[config.mk]
export PLATFORM = sky130hd
export DESIGN_NAME = keyboard_buffer_device
export DESIGN_NICKNAME = d
export VERILOG_FILES = /design/src/design/kbd_pkg.sv /design/src/design/kbd_key_fifo.sv /design/src/design/keyboard_buffer_device.sv
export SDC_FILE = /design/constraint.sdc
export NUM_CORES = 1
export LEC_CHECK = 0
export ABC_AREA = 1
export CAP_MARGIN = 25
export CORE_UTILIZATION = 40
export CTS_BUF_LIST = sky130_fd_sc_hd__clkbuf_16
export DETAILED_ROUTE_END_ITERATION = 8
export DONT_BUFFER_PORTS = 1
export HOLD_SLACK_MARGIN = 0.06
export PLACE_DENSITY_LB_ADDON = 0.15
export SLEW_MARGIN = 0
export SYNTH_ARGS = -nofsm -noshare
export SYNTH_HDL_FRONTEND = slang
export SYNTH_HIERARCHICAL = 1
export SYNTH_SLANG_ARGS = --single-unit
[constraint.sdc]
create_clock -name clk_i -period 19.05 [get_ports clk_i]
set_input_delay 2.8575 -clock clk_i [delete_from_list [all_inputs] [get_ports clk_i]]
set_output_delay 2.8575 -clock clk_i [all_outputs]
set_load 0.03 [all_outputs]
[src/design/kbd_pkg.sv]
// Shared types, constants and the query-folding helper function of the keyboard buffer device.
`timescale 1ns / 1ps
`default_nettype none

package kbd_pkg;

  localparam int unsigned FIFO_DEPTH_DEF = 16;
  localparam int unsigned KEY_W          = 8;
  localparam int unsigned KEY_MAP_DEPTH  = 256;
  localparam int unsigned CMD_W          = 3;
  localparam int unsigned WORD_W         = 16;

  localparam logic [WORD_W-1:0] UPPER_A    = 16'h0041;
  localparam logic [WORD_W-1:0] UPPER_Z    = 16'h005A;
  localparam logic [WORD_W-1:0] CASE_DELTA = 16'h0020;
  localparam logic [WORD_W-1:0] ASCII_LF   = 16'h000A;
  localparam logic [WORD_W-1:0] KEY_RETURN = 16'h0011;

  typedef enum logic [CMD_W-1:0] {
    CMD_CLEAR   = 3'd0,
    CMD_READ    = 3'd1,
    CMD_QUERY   = 3'd2,
    CMD_SET_MSG = 3'd3,
    CMD_PRESS   = 3'd4,
    CMD_RELEASE = 3'd5
  } cmd_e;

  typedef enum logic [2:0] {
    S_CLEAR = 3'b001,
    S_IDLE  = 3'b010,
    S_EXEC  = 3'b100
  } state_e;

  typedef struct packed {
    logic clear;
    logic pop;
    logic push;
  } fifo_ctrl_t;

  typedef struct packed {
    logic empty;
    logic full;
  } fifo_stat_t;

  // Upper-case letters fold to lower case and line feed folds to return.
  function automatic logic [WORD_W-1:0] fold_query(input logic [WORD_W-1:0] b);
    logic [WORD_W-1:0] k;
    k = b;
    if (b >= UPPER_A && b <= UPPER_Z) begin
      k = b + CASE_DELTA;
    end else if (b == ASCII_LF) begin
      k = KEY_RETURN;
    end
    return k;
  endfunction

endpackage

`default_nettype wire

[src/design/kbd_key_fifo.sv]
// Key word FIFO: a synchronous memory with head pointer and fill count.
`timescale 1ns / 1ps
`default_nettype none

module kbd_key_fifo #(
  parameter int unsigned FifoDepth = kbd_pkg::FIFO_DEPTH_DEF
) (
  input  wire logic                       clk_i,
  input  wire logic                       rst_ni,
  input  wire kbd_pkg::fifo_ctrl_t        ctrl_i,
  input  wire logic [kbd_pkg::KEY_W-1:0]  wr_data_i,
  output logic [kbd_pkg::KEY_W-1:0]       rd_data_o,
  output kbd_pkg::fifo_stat_t             stat_o
);
  import kbd_pkg::*;

  localparam int unsigned PtrW = (FifoDepth > 1) ? $clog2(FifoDepth) : 1;
  localparam int unsigned CntW = $clog2(FifoDepth + 1);
  localparam int unsigned SumW = CntW + 1;
  localparam logic [PtrW-1:0] LastIdx = PtrW'(FifoDepth - 1);
  localparam logic [CntW-1:0] FullCnt = CntW'(FifoDepth);
  localparam logic [SumW-1:0] DepthSum = SumW'(FifoDepth);

  logic [KEY_W-1:0] mem [FifoDepth];
  logic [KEY_W-1:0] rd_data_q;
  logic [PtrW-1:0]  head_q, head_d;
  logic [CntW-1:0]  count_q, count_d;
  logic [SumW-1:0]  wr_sum;
  logic [SumW-1:0]  wr_wrap;
  logic [PtrW-1:0]  wr_addr;
  logic             do_pop;
  logic             do_push;

  assign stat_o.empty = (count_q == '0);
  assign stat_o.full  = (count_q == FullCnt);
  assign do_pop       = ctrl_i.pop && !stat_o.empty;
  assign do_push      = ctrl_i.push && !stat_o.full;

  assign wr_sum  = SumW'(head_q) + SumW'(count_q);
  assign wr_wrap = (wr_sum >= DepthSum) ? (wr_sum - DepthSum) : wr_sum;
  assign wr_addr = wr_wrap[PtrW-1:0];

  always_comb begin
    head_d  = head_q;
    count_d = count_q;
    if (ctrl_i.clear) begin
      head_d  = '0;
      count_d = '0;
    end else if (do_pop) begin
      head_d  = (head_q == LastIdx) ? '0 : head_q + 1'b1;
      count_d = count_q - 1'b1;
    end else if (do_push) begin
      count_d = count_q + 1'b1;
    end
  end

  always_ff @(posedge clk_i or negedge rst_ni) begin
    if (!rst_ni) begin
      head_q  <= '0;
      count_q <= '0;
    end else begin
      head_q  <= head_d;
      count_q <= count_d;
    end
  end

  always_ff @(posedge clk_i) begin
    if (do_push) begin
      mem[wr_addr] <= wr_data_i;
    end
    rd_data_q <= mem[head_q];
  end

  assign rd_data_o = rd_data_q;

endmodule

`default_nettype wire

[src/design/keyboard_buffer_device.sv]
// Top level of the keyboard buffer device: command decode, held-key map and result register.
`timescale 1ns / 1ps
`default_nettype none

// Each beat on the input carries one CPU command or one key event, chosen by
// the command in s_axis_tuser_i, and produces exactly one result beat. An
// item passes the idle state, which accepts it and reads the key FIFO and
// held-key memories, then the execute state, which updates them and loads the
// result register; the next beat is accepted only after that, and only while
// the output register is free. After reset the held-key memory is cleared one
// entry per cycle, which keeps the input stalled until every entry is cleared.
module keyboard_buffer_device #(
  parameter int unsigned FifoDepth = kbd_pkg::FIFO_DEPTH_DEF
) (
  input  wire logic        clk_i,
  input  wire logic        rst_ni,
  input  wire logic        s_axis_tvalid_i,
  output logic             s_axis_tready_o,
  input  wire logic [23:0] s_axis_tdata_i,   // [15:0] register_b, [23:16] key_word
  input  wire logic [2:0]  s_axis_tuser_i,   // [2:0] command
  output logic             m_axis_tvalid_o,
  input  wire logic        m_axis_tready_i,
  output logic [31:0]      m_axis_tdata_o,   // [15:0] c_value, [31:16] irq_message
  output logic [1:0]       m_axis_tuser_o    // [0] c_valid, [1] irq_fire
);
  import kbd_pkg::*;

  localparam int unsigned MapW = $clog2(KEY_MAP_DEPTH);

  state_e            state_q, state_d;
  logic [MapW-1:0]   sweep_q;
  logic              in_fire;
  logic              out_free;

  logic [CMD_W-1:0]  cmd_q;
  logic [WORD_W-1:0] b_q;
  logic [KEY_W-1:0]  kw_q;
  logic              qok_q;
  logic [WORD_W-1:0] msg_q;

  logic [WORD_W-1:0] fold_k;
  logic              held_mem [KEY_MAP_DEPTH];
  logic              held_rd_q;
  logic              held_we;
  logic [MapW-1:0]   held_wa;
  logic              held_wd;

  fifo_ctrl_t        fifo_ctrl;
  fifo_stat_t        fifo_stat;
  logic [KEY_W-1:0]  fifo_rd;

  logic              out_valid_q;
  logic              c_valid_q, c_valid_d;
  logic [WORD_W-1:0] c_value_q, c_value_d;
  logic              fire_q, fire_d;
  logic [WORD_W-1:0] irq_msg_q, irq_msg_d;
  logic              exec;
  logic              key_event;

  assign out_free        = !out_valid_q || m_axis_tready_i;
  assign s_axis_tready_o = (state_q == S_IDLE) && out_free;
  assign in_fire         = s_axis_tvalid_i && s_axis_tready_o;
  assign exec            = (state_q == S_EXEC);
  assign fold_k          = fold_query(s_axis_tdata_i[15:0]);

  always_comb begin
    state_d = state_q;
    case (state_q)
      S_CLEAR: begin
        if (sweep_q == MapW'(KEY_MAP_DEPTH - 1)) begin
          state_d = S_IDLE;
        end
      end
      S_IDLE: begin
        if (in_fire) begin
          state_d = S_EXEC;
        end
      end
      S_EXEC: state_d = S_IDLE;
      default: state_d = S_CLEAR;
    endcase
  end

  always_ff @(posedge clk_i or negedge rst_ni) begin
    if (!rst_ni) begin
      state_q <= S_CLEAR;
      sweep_q <= '0;
      msg_q   <= '0;
    end else begin
      state_q <= state_d;
      if (state_q == S_CLEAR) begin
        sweep_q <= sweep_q + 1'b1;
      end
      if (exec && cmd_q == CMD_SET_MSG) begin
        msg_q <= b_q;
      end
    end
  end

  always_ff @(posedge clk_i) begin
    if (in_fire) begin
      cmd_q <= s_axis_tuser_i;
      b_q   <= s_axis_tdata_i[15:0];
      kw_q  <= s_axis_tdata_i[23:16];
      qok_q <= (fold_k != '0) && (fold_k[WORD_W-1:MapW] == '0);
    end
  end

  assign key_event = exec && (cmd_q == CMD_PRESS || cmd_q == CMD_RELEASE);

  always_comb begin
    held_we = 1'b0;
    held_wa = kw_q;
    held_wd = 1'b0;
    if (state_q == S_CLEAR) begin
      held_we = 1'b1;
      held_wa = sweep_q;
    end else if (key_event) begin
      held_we = 1'b1;
      held_wd = (cmd_q == CMD_PRESS);
    end
  end

  always_ff @(posedge clk_i) begin
    if (held_we) begin
      held_mem[held_wa] <= held_wd;
    end
    held_rd_q <= held_mem[fold_k[MapW-1:0]];
  end

  assign fifo_ctrl.clear = exec && (cmd_q == CMD_CLEAR);
  assign fifo_ctrl.pop   = exec && (cmd_q == CMD_READ);
  assign fifo_ctrl.push  = exec && (cmd_q == CMD_PRESS);

  kbd_key_fifo #(
    .FifoDepth(FifoDepth)
  ) u_key_fifo (
    .clk_i    (clk_i),
    .rst_ni   (rst_ni),
    .ctrl_i   (fifo_ctrl),
    .wr_data_i(kw_q),
    .rd_data_o(fifo_rd),
    .stat_o   (fifo_stat)
  );

  always_comb begin
    c_valid_d = 1'b0;
    c_value_d = '0;
    fire_d    = 1'b0;
    irq_msg_d = '0;
    case (cmd_q)
      CMD_READ: begin
        c_valid_d = 1'b1;
        if (!fifo_stat.empty) begin
          c_value_d = WORD_W'(fifo_rd);
        end
      end
      CMD_QUERY: begin
        c_valid_d = 1'b1;
        c_value_d = WORD_W'(qok_q && held_rd_q);
      end
      CMD_PRESS, CMD_RELEASE: begin
        if (msg_q != '0) begin
          fire_d    = 1'b1;
          irq_msg_d = msg_q;
        end
      end
      default: begin
        c_valid_d = 1'b0;
      end
    endcase
  end

  always_ff @(posedge clk_i or negedge rst_ni) begin
    if (!rst_ni) begin
      out_valid_q <= 1'b0;
    end else if (exec) begin
      out_valid_q <= 1'b1;
    end else if (m_axis_tready_i) begin
      out_valid_q <= 1'b0;
    end
  end

  always_ff @(posedge clk_i) begin
    if (exec) begin
      c_valid_q <= c_valid_d;
      c_value_q <= c_value_d;
      fire_q    <= fire_d;
      irq_msg_q <= irq_msg_d;
    end
  end

  assign m_axis_tvalid_o = out_valid_q;
  assign m_axis_tdata_o  = {irq_msg_q, c_value_q};
  assign m_axis_tuser_o  = {fire_q, c_valid_q};

endmodule

`default_nettype wire

# After elaboration in Yosys (flattened, before gate mapping)
# Memories as Yosys holds them, arrays and structs flattened. A register that Yosys moved wholly into a read port is not among the register bits.
# Cells that the tools add are included.
# totals
reg_bits	99
mem_bits_rw	384
input_bits	31
out_inout_bits	36
elab_cells	96
mem_count	2
# memory_table
memory	depth	word_bits	rd	rd_clocked_by_memory_dff	wr	line	source
held_mem	256	1	1	1	1	keyboard_buffer_device.sv:42	logic held_mem [KEY_MAP_DEPTH];
u_key_fifo.mem	16	8	1	1	1	kbd_key_fifo.sv:24	logic [KEY_W-1:0] mem [FifoDepth];
# classes
n_addsub	7
order_cmp	3
eq_ne	14
muxes	27
n_reduce_logical	29
# op_table
operator	count
16-bit 2-to-1 mux	2
16-bit nonzero test	2
16-bit by 6-bit adder with 16-bit output (second input constant)	1
16-bit by 4-bit == test with 1-bit output (second input constant)	1
16-bit by 7-bit greater-or-equal comparator with 1-bit output (second input constant)	1
16-bit by 7-bit <= comparator with 1-bit output (second input constant)	1
4-bit 2-to-1 mux	4
8-bit 2-to-1 mux	2
8-bit case mux with 2 select lines	1
5-bit 2-to-1 mux	3
1-bit logical AND	12
1-bit 2-to-1 mux	12
3-bit by 2-bit == test with 1-bit output (second input constant)	3
3-bit == test (second input constant)	3
3-bit case mux with 3 select lines	1
8-bit by 1-bit adder with 8-bit output (second input constant)	1
8-bit == test (second input constant)	1
8-bit logical NOT	1
4-bit by 5-bit adder with 6-bit output	1
3-bit by 1-bit == test with 1-bit output (second input constant)	2
6-bit by 5-bit greater-or-equal comparator with 1-bit output (second input constant)	1
3-bit 2-to-1 mux	2
5-bit by 1-bit adder with 5-bit output (second input constant)	1
5-bit == test (second input constant)	1
other kinds (13)	20

# Depth between registers and ports, before layout
# Gate-level depths: netlist of run 1.
# depth
ltp_word	7
mapped_depth	21

# Hierarchy
# Netlist of run 1, hierarchy kept.
# modules_own_cells
module	instances	cells_each	area_each_um2
keyboard_buffer_device	1	1580	15618.7
kbd_key_fifo	1	516	6030.8

# Least setup slack after synthesis of run 1
# OpenSTA, ideal clock, no wires.
# synth_path
path_type	register -> register
from	register state_q[1]
to	memory held_mem[0], data pin
arrival_ps	11542
required_time_ps	16952
path_slack_ps	5410
stages_incl_launch_ff	4
synth_period_minus_slack_ps	13640
cell_sequence	dfrtp_1 -> nor3_2 -> inv_1 -> nor3_1
# synth_between
elab_chain_len	4
# synth_lines
element	line	source
start, declared	keyboard_buffer_device.sv:30	state_e state_q, state_d;
start signal, assigned	keyboard_buffer_device.sv:90	state_q <= state_d;
3-bit == test	keyboard_buffer_device.sv:63	assign exec = (state_q == S_EXEC);
net exec	keyboard_buffer_device.sv:57	logic exec;
1-bit logical AND	keyboard_buffer_device.sv:109	assign key_event = exec && (cmd_q == CMD_PRESS || cmd_q == CMD_RELEASE);
1-bit 2-to-1 mux	keyboard_buffer_device.sv:118	end else if (key_event) begin
1-bit 2-to-1 mux	keyboard_buffer_device.sv:115	if (state_q == S_CLEAR) begin
net held_wd	keyboard_buffer_device.sv:46	logic held_wd;
end, declared	keyboard_buffer_device.sv:42	
# The timed path passes the listed nets, and every way through them passes these cells.

# Final worst setup path of run 1
# layout_path
from	input port m_axis_tready_i
to	output port s_axis_tready_o
# layout_between
elab_chain_len	2
# layout_lines
element	line	source
start, declared	keyboard_buffer_device.sv:22	input wire logic m_axis_tready_i,
1-bit logical OR	keyboard_buffer_device.sv:60	assign out_free = !out_valid_q || m_axis_tready_i;
1-bit logical AND	keyboard_buffer_device.sv:61	assign s_axis_tready_o = (state_q == S_IDLE) && out_free;
end, declared	keyboard_buffer_device.sv:18	output logic s_axis_tready_o,
# No other way between the ends.

==> impl_results.md, run 1 <==
* DP Cell Count at 2684
* CORE AREA at 53000 sq um
* Drt drc at 0
* Clk_skew at 0.0211 ns
* Gpl congestion at 0.796
* Gate power share at 13.9%
* Post-CTS sizing at 0
* Post-DP HPWL at 31900 um
* Sequential share of power at 47.0%
* Crit path max-delay family: simple AND/OR/NAND/NOR gates
* Total CTS buffers at 52
* Cells after synthesis at 2095
* Post-Syn Area per Cell at 10.3 sq um
* Die Y at 235 um
* Hold buffer count at CTS at 0
* Post-layout min period at 6.22 ns
* Area growth from synthesis to layout at 9.54%
* GRT overflow at 0
* Int Pwr at 1850 uW
* Power Dens Cells at 109 nW/um^2
* Vias at 14400
* Outcome: complete, no violations
* Crit-path cells: nor2_1 -> nor2_1
* Final total power at 2570 uW
* Post-Synthesis Cell Area at 21600 sq um
* Std cell rows at 84
* CTS root buffer: clkbuf_16
* Setup crit end kind: output pin
* Die width at 235 um
* Post-layout util at 44.8%
* Vias in the first global route at 13900
* Via density at 5.18
* Post-CTS setup repair buffer count at 0
* Worst path required time at 16.19 ns
* Final setup viols at 0
* Number of port buffers at 0
* CP arrival at 3.36 ns
* RSZ-0062 raised after global routing: no
* Most common cell on crit path: nor2_1
* Worst-path fanout max at 3
* Layout cells sized above 1 at 7.04%
* Slew of the pin with the lowest slew margin at 1.35 ns
* Tcrit/Tclk final at 32.6%
* Initial antenna violation count at 0
* I/O pins at 67
* Fin Setup TNS at 0 ns
* Static Leak at 0.00864 uW
* Final wirelength at 54900 um
* Fmax at 161 MHz
* Max stage delay on crit path at 0.45 ns
* Max-slew violation count at 0
* Clock transition at the registers of the reported paths at 0.06 ns
* Pre-CTS WS at 12.83 ns
* Drt pass-1 iters at 5
* Starting Density at 40.9%
* CTS tree: done
* Crit Path Class: primary input to output pin
* Slowest-stage cell, CP: nor2_1
* Largest net degree at the start of global routing at 257
* Max-Cap Viols at 0
* Die area at 55000 sq um
* H-tree levels at 2
* Final hold viol count at 0
* WP buf/inv at 0
* Peak supply drop at 71.9 uV
* Sink Count at 484
* Clock buffer depth at 3
* Nets at 2093
* Finished Layout Cells at 2776
* DR iter-0 viols at 1093
* Sw Ratio at 28.3%
* N_diodes at 0
* HP Class: flop to flop
* First-pass GRT wire length at 84500 um
* Post-DR wirelength/cell at 19.8 um
* # fillers at 5067
* Total GRT Usage at 19.9%
* Worst Setup Slack, final at 12.83 ns
* Yosys warns at 6
* Worst-Skew Late Latency at 0.61 ns
* Clk pwr share at 39.1%
* Relative slew margins at 10.0%
* Sw power at 729 uW
* Crit start category: primary input
* Post-route antenna net violation count at 0
## path summary, 6_finish.rpt
| check | endpoint | slack, ns | from | depth (start not counted) |
|---|---|---|---|---|
| worst max-delay path | s_axis_tready_o | 12.83 | m_axis_tready_i | 2 |
| worst min-delay path | msg_q[7]$_DFFE_PN0P_ | 0.52 | b_q[7]$_DFFE_PP_ | 2 |
| worst max register to register | held_mem[211]$_DFFE_PP_ | 15.65 | state_q[0]$_DFFE_PN1P_ | 11 |
| worst min register to register | msg_q[7]$_DFFE_PN0P_ | 0.52 | b_q[7]$_DFFE_PP_ | 2 |
| max in group asynchronous | state_q[0]$_DFFE_PN1P_ | 16.91 | rst_ni | 0 |
| min in group asynchronous | msg_q[14]$_DFFE_PN0P_ | 1.95 | rst_ni | 0 |
## routing by layer
| layer | part of all wire [%] | track usage [%] |
|---|---|---|
| met5 | 0 | 0 |
| met4 | 2.3 | 5.78 |
| met3 | 4.0 | 2.46 |
| met2 | 49 | 34.0 |
| met1 | 45 | 26.7 |
## registers in the layout (all words and copies together), names as in the netlist, 5 cells and up
register,flops
kw_q,8
c_value_q,8
b_q,16
sweep_q,8
irq_msg_q,16
u_key_fifo/count_q,5
held_mem,256
msg_q,16
u_key_fifo/rd_data_o,8
u_key_fifo/mem,128
## per-stage QoR
stage / cell area [sq um] / hold slack [ns]
5_1_grt: 23700 / 0.543
6_report: 23700 / 0.516
2_1_floorplan: 21700 / 0.471
3_3_place_gp: 21900 / 0.495
3_5_place_dp: 22000 / 0.505
4_1_cts: 23700 / 0.519
## cells in the final DEF (no fill, tap or decap), drive strengths merged, types with 9 or more instances in the layout
cell / count
nand3b: 26
o21ai: 137
o211ai: 31
nor3: 12
nand3: 129
ha: 9
buf: 17
or2: 14
clkbuf: 52
dfrtp: 36
clkinv: 21
dfxtp: 9
a21oi: 72
edfxtp: 438
nand2: 319
nor2: 544
inv: 170
## layout make-up
class                      instances  area (sq um)  share of cell area (%)
clock inverter                    39           375                    1.58
clock buffer                      52          1300                    5.49
multi-input combinational       1336          6120                    25.8
inverter                         160           604                    2.55
timing repair buffer              17           190                   0.802
tap                              688           861                    3.63
sequential                       484         14300                    60.1
## power by group through the flow
stage	sequential [uW]	clock (uW)	combinational, uW
3_5_place_dp	1230	0	354
6_report	1210	1010	357
3_3_place_gp	1230	0	345
5_1_grt	1210	1070	390
2_1_floorplan	1220	0	251
4_1_cts	1210	1030	355
Power figures use the tool's default switching activity.
==> inputs of run 2 (changes only) <==
Settings changed: ABC_AREA 1 to 0.
Clock period 19.05 ns to 6.1 ns, I/O delays scaled along.
==> run 2 against run 1 <==
  * Cell area shrank 1.6%
  * Highest routed layer unchanged
  * Count of clock-buffer cells in the layout grew 1
  * Total power grew to 2.9 times the previous value
  * Die area shrank 3.6%
  * Wire length grew 1.2%
  * Critical path depth grew 6
  * Final cell count shrank 18%
  * Via count shrank 9.8%
  * Utilization grew 0.63 points
  * Setup slack lost 10 ns
==> impl_results.md, run 2 <==
* Largest regs: held_mem (256), u_key_fifo/mem (128)
* Std cell rows at 83
* RSZ-0062 raised after global routing: no
* Cells after synthesis at 1554
* Outcome: complete, no violations
* Met3 Wirelength at 3420 um
* Worst-Skew Late Latency at 0.60 ns
* Starting Density at 40.6%
* Final setup viols at 0
* H-tree levels at 2
* Worst path required time at 6.58 ns
* Most common cell after layout, fill and taps aside: edfxtp_1
* Via density at 5.70
* Drt pass-1 iters at 7
* DR iter-0 viols at 1324
* Top Layer Used: met4
* Fin Setup TNS at 0 ns
* Highest-count cells in the layout ignoring fill and taps: edfxtp_1 (438), nor2_1 (299), nand2_1 (87), mux2i_1 (59), clkbuf_16 (53)
* Die area at 53100 sq um
* Initial antenna violation count at 0
* I/O pins at 67
* GRT overflow at 0
* Slew of the pin with the lowest slew margin at 1.09 ns
* Final total power at 7440 uW
* Largest net degree at the start of global routing at 257
* First-pass GRT wire length at 83400 um
* DP Cell Count at 2172
* Die width at 230 um
* DRT met1 WL at 25800 um
* Drt drc at 0
* Nets at 1592
* Power Dens Cells at 319 nW/um^2
* Total GRT Usage at 21.1%
* Clock transition at the registers of the reported paths at 0.06 ns
* Finished Layout Cells at 2273
* Static Leak at 0.00775 uW
* Post-route cell area at 23300 sq um
* Post-route antenna net violation count at 0
* Crit start category: primary input
* CTS tree: done
* # fillers at 4669
* Yosys warns at 6
* Post-layout min period at 3.43 ns
* CTS root buffer: clkbuf_16
* Clock buffer depth at 3
* Final wirelength at 55600 um
* Sink Count at 484
* Post-Synthesis Cell Area at 20900 sq um
* Worst-path fanout max at 15
* Cell Area, Placed at 21600 sq um
* Max-slew violation count at 0
* HP Class: primary input to async pin
* Max-Cap Viols at 0
* Post-Syn Area per Cell at 13.4 sq um
* Area growth from synthesis to layout at 11.9%
* Gpl congestion at 0.933
* Setup crit end kind: flop
* Crit Path Class: primary input to flop
* Clk_skew at 0.0306 ns
* Tcrit/Tclk final at 56.2%
* Relative slew margins at 27.1%
* Total CTS buffers at 52
* Die Y at 230 um
* Peak supply drop at 212 uV
* Post-CTS setup repair buffer count at 0
* Layout cells sized above 1 at 12.1%
* Number of port buffers at 0
* CP arrival at 3.91 ns
* N_diodes at 0
* Vias at 13000
* Biggest register: held_mem
* Max reg flops at 256
* Post-DP HPWL at 34400 um
* CORE AREA at 51400 sq um
* Fmax at 292 MHz
* Sequential Area at 14300 sq um
* Post-DR wirelength/cell at 24.4 um
* Multi-input combinational cell area at 6120 sq um
* Vias in the first global route at 12700
* Final hold viol count at 0
* DR WL met2 at 25300 um
-- run 2: final timing paths --
check                                                        end                    from  slack (ns)  depth (start not counted)
worst max-delay path                           held_rd_q$_DFF_P_       s_axis_tdata_i[9]        2.67                          8
worst min-delay path                       msg_q[12]$_DFFE_PN0P_                  rst_ni        0.14                          1
worst max register to register    u_key_fifo/mem[6][4]$_DFFE_PP_  state_q[1]$_DFFE_PN0P_        2.86                          8
worst min register to register              msg_q[0]$_DFFE_PN0P_        b_q[0]$_DFFE_PP_        0.47                          1
max in group asynchronous       u_key_fifo/head_q[0]$_DFFE_PN0P_                  rst_ni        5.73                          1
min in group clk_i                            cmd_q[2]$_DFFE_PP_       s_axis_tuser_i[2]        0.40                          0
-- run 2: layout make-up --
cell class	instances	share of cell area [%]
tap	680	3.65
inverter	23	0.370
clock inverter	44	1.32
multi-input combinational	951	26.2
clock buffer	53	5.68
sequential	484	61.1
timing repair buffer	38	1.63
-- run 2: worst max-delay path, stage by stage --
cell,delay (ns)
nor4_1,0.80
nand4_1,0.81
and2_1,0.44
o221a_1,0.26
o21ai_0,0.18
o211ai_1,0.13
o32ai_2,0.26
mux2i_1,0.11
-- run 2: layer usage --
metal | vias to the layer above | global-route usage [%]
met1 | 6609 | 30.6
met2 | 435 | 32.7
met4 | 0 | 5.17
met3 | 80 | 4.05
li1 | 5833 | -
met5 | - | 0
-- run 2: timing repair --
item / CTS / global route
endpoints found under the setup margin: 0 / 0
hold buffers: 1 / 0
hold endpoints to repair: 36 / 0
gates resized for setup: 0 / 0
-- run 2: per-stage QoR --
| stage | setup WS (ns) | utilization (%) | hold WS (ns) |
|---|---|---|---|
| after floorplan | 0.699 | - | 0.454 |
| final | 2.67 | 45.4 | 0.143 |
| after global placement | 2.03 | 41.9 | 0.459 |
| after detailed placement | 2.04 | 42.1 | 0.462 |
| after CTS | 2.69 | 45.3 | 0.114 |
| after global routing | 2.41 | 45.4 | 0.119 |
-- run 2: power breakdown --
part | internal, uW | leakage (uW) | switching (uW)
Sequential | 3640 | 0.00471 | 49.8
Combinational | 164 | 0.00219 | 548
Clock | 1740 | 0.000846 | 1300
Total | 5540 | 0.00775 | 1900
==> inputs of run 3 (changes only) <==
Clock period 6.1 ns to 3.32 ns, I/O delays scaled along.
==> run 3 against run 2 <==
  * Sequential power rose by 83%
  * Count of clock-buffer cells in the layout did not move
  * Die area did not move
  * Sequential share of layout area fell by 1.9 points
  * Highest routed layer is now met5
==> impl_results.md, run 3 (synthesis gave the netlist of run 2 again) <==
* Outcome: complete, no violations
* Worst Setup Slack, final at 0.544 ns
* Post-DP HPWL at 35600 um
* DR WL met2 at 25900 um
* Worst hold start: s_axis_tdata_i[7]
* CP arrival at 3.31 ns
* R2R setup slack at 0.54 ns
* Final hold viol count at 0
* Initial antenna violation count at 1
* Max-slew violation count at 0
* Hold depth at 2
* Gpl congestion at 0.943
* Starting Density at 40.6%
* CTS tree: done
* Biggest register: held_mem
* Reg2reg start: u_key_fifo/count_q[1]$_DFFE_PN0P_
* Worst path required time at 3.85 ns
* Layout cells sized above 1 at 14.8%
* Die Y at 230 um
* Sequential share of power at 48.8%
* Minimum hold slack at 0.140 ns
* Post-layout min period at 2.78 ns
* Clk pwr share at 40.8%
* Post-DR wirelength/cell at 24.1 um
* Pre-CTS WS at 0.233 ns
* Max-Cap Viols at 0
* Via density at 5.63
* Vias in the first global route at 13000
* Sink Count at 484
* RSZ-0062 raised after global routing: no
* Largest net degree at the start of global routing at 96
* N_diodes at 0
* Crit start category: flop
* Reg2Reg Depth at 8
* Reg-to-Reg End: u_key_fifo/count_q[4]$_DFFE_PN0P_
* Largest regs: held_mem (256), u_key_fifo/mem (128)
* Area growth from synthesis to layout at 15.5%
* DRT met1 WL at 25200 um
* Top Layer Used: met5
* Drt drc at 0
* Total CTS buffers at 53
* Fin Setup TNS at 0 ns
* Worst-Skew Late Latency at 0.62 ns
* Max reg flops at 256
* Peak supply drop at 441 uV
* HP Class: primary input to flop
* I/O pins at 67
* Gate power share at 10.4%
* Setup crit end kind: flop
* Hold EP: held_rd_q$_DFF_P_
* Power Dens Cells at 575 nW/um^2
* DR iter-0 viols at 1314
* Clock transition at the registers of the reported paths at 0.06 ns
* Met3 Wirelength at 3870 um
* Fmax at 360 MHz
* Die width at 230 um
* H-tree levels at 2
* Drt pass-1 iters at 5
* CTS root buffer: clkbuf_16
* Final setup viols at 0
* GRT overflow at 0
* Post-route antenna net violation count at 0
* Clock buffer depth at 3
* CORE AREA at 51400 sq um
* Most common cell after layout, fill and taps aside: edfxtp_1
* Std cell rows at 83
* Die area at 53100 sq um
* Highest-count cells in the layout ignoring fill and taps: edfxtp_1 (438), nor2_1 (299), buf_4 (91), nand2_1 (86), mux2i_1 (59)
* Static Leak at 0.00807 uW
* Nets at 1681
* Final total power at 13900 uW
* Worst-path fanout max at 7
* Final wirelength at 56800 um
* Crit Path Class: flop to flop
* Tcrit/Tclk final at 83.6%
* Sw power at 3570 uW
* Sw Ratio at 25.8%
* Number of port buffers at 0
* Total GRT Usage at 21.6%
* First-pass GRT wire length at 85000 um
* Clk_skew at 0.0286 ns
* Slew of the pin with the lowest slew margin at 0.949 ns
* Int Pwr at 10300 uW
* Relative slew margins at 36.7%
* Vias at 13300
## run 3: cell count changes in the layout (fill, tap and decap cells not counted), moves of 3 or more
cell / delta
buf_16: -4
inv_1: +5
buf_4: +63
dlygate4sd3_1: +29
buf_2: -3
clkinv_2: -7
buf_12: +4
## run 3: layout make-up
class	count	area, sq um
fill	4686	27300
sequential	484	14300
multi-input combinational	951	6140
clock buffer	53	1330
timing repair buffer	126	1090
tap	680	851
clock inverter	43	333
inverter	23	86.3
## run 3: how the worst max path moves through the flow
stage | startpoint | end | slack [ns] | cells after the start
after floorplan | state_q[0]$_DFFE_PN1P_ | held_mem[0]$_DFFE_PP_ | -0.15 | 4
after global placement | s_axis_tdata_i[12] | held_rd_q$_DFF_P_ | 0.24 | 9
after detailed placement | s_axis_tdata_i[12] | held_rd_q$_DFF_P_ | 0.23 | 9
after CTS | u_key_fifo/count_q[1]$_DFFE_PN0P_ | u_key_fifo/count_q[4]$_DFFE_PN0P_ | 0.61 | 8
after global routing | u_key_fifo/count_q[1]$_DFFE_PN0P_ | u_key_fifo/count_q[4]$_DFFE_PN0P_ | 0.42 | 8
final | u_key_fifo/count_q[1]$_DFFE_PN0P_ | u_key_fifo/count_q[4]$_DFFE_PN0P_ | 0.54 | 8
## run 3: power by group through the flow
stage,sequential (uW),clock (uW),combinational [uW]
floorplan,6870,0,815
global placement,6890,0,1370
detailed placement,6900,0,1380
CTS,6770,5780,1430
global route,6790,5990,1540
finish,6770,5650,1440
## run 3: critical path: stages, from the launching register on
cell and delay (ns):
dfrtp_1 0.48, or4_1 0.59, o21ai_1 0.18, inv_1 0.15
ha_1 0.33, nor2b_1 0.18, o311ai_0 0.36, o311ai_0 0.23
a31oi_1 0.20
## run 3: layer usage
layer  global-route usage [%]  vias to the layer above
li1                         -                     5994
met1                     30.7                     6681
met2                     33.4                      514
met3                     3.64                      107
met4                     8.07                        2
met5                        0                        -
## run 3: what timing repair did
action	in CTS	in global routing
endpoints found under the hold margin	65	0
buffers inserted	0	0
hold buffers	30	0
resized for setup	0	0
## run 3: stage by stage
stage | util [%] | std cells | area (sq um)
floorplan | - | 1561 | 20900
global placement | 43.0 | 2234 | 22100
detailed placement | 43.0 | 2234 | 22100
CTS | 46.9 | 2360 | 24100
global route | 46.9 | 2360 | 24100
finish | 46.9 | 2360 | 24100
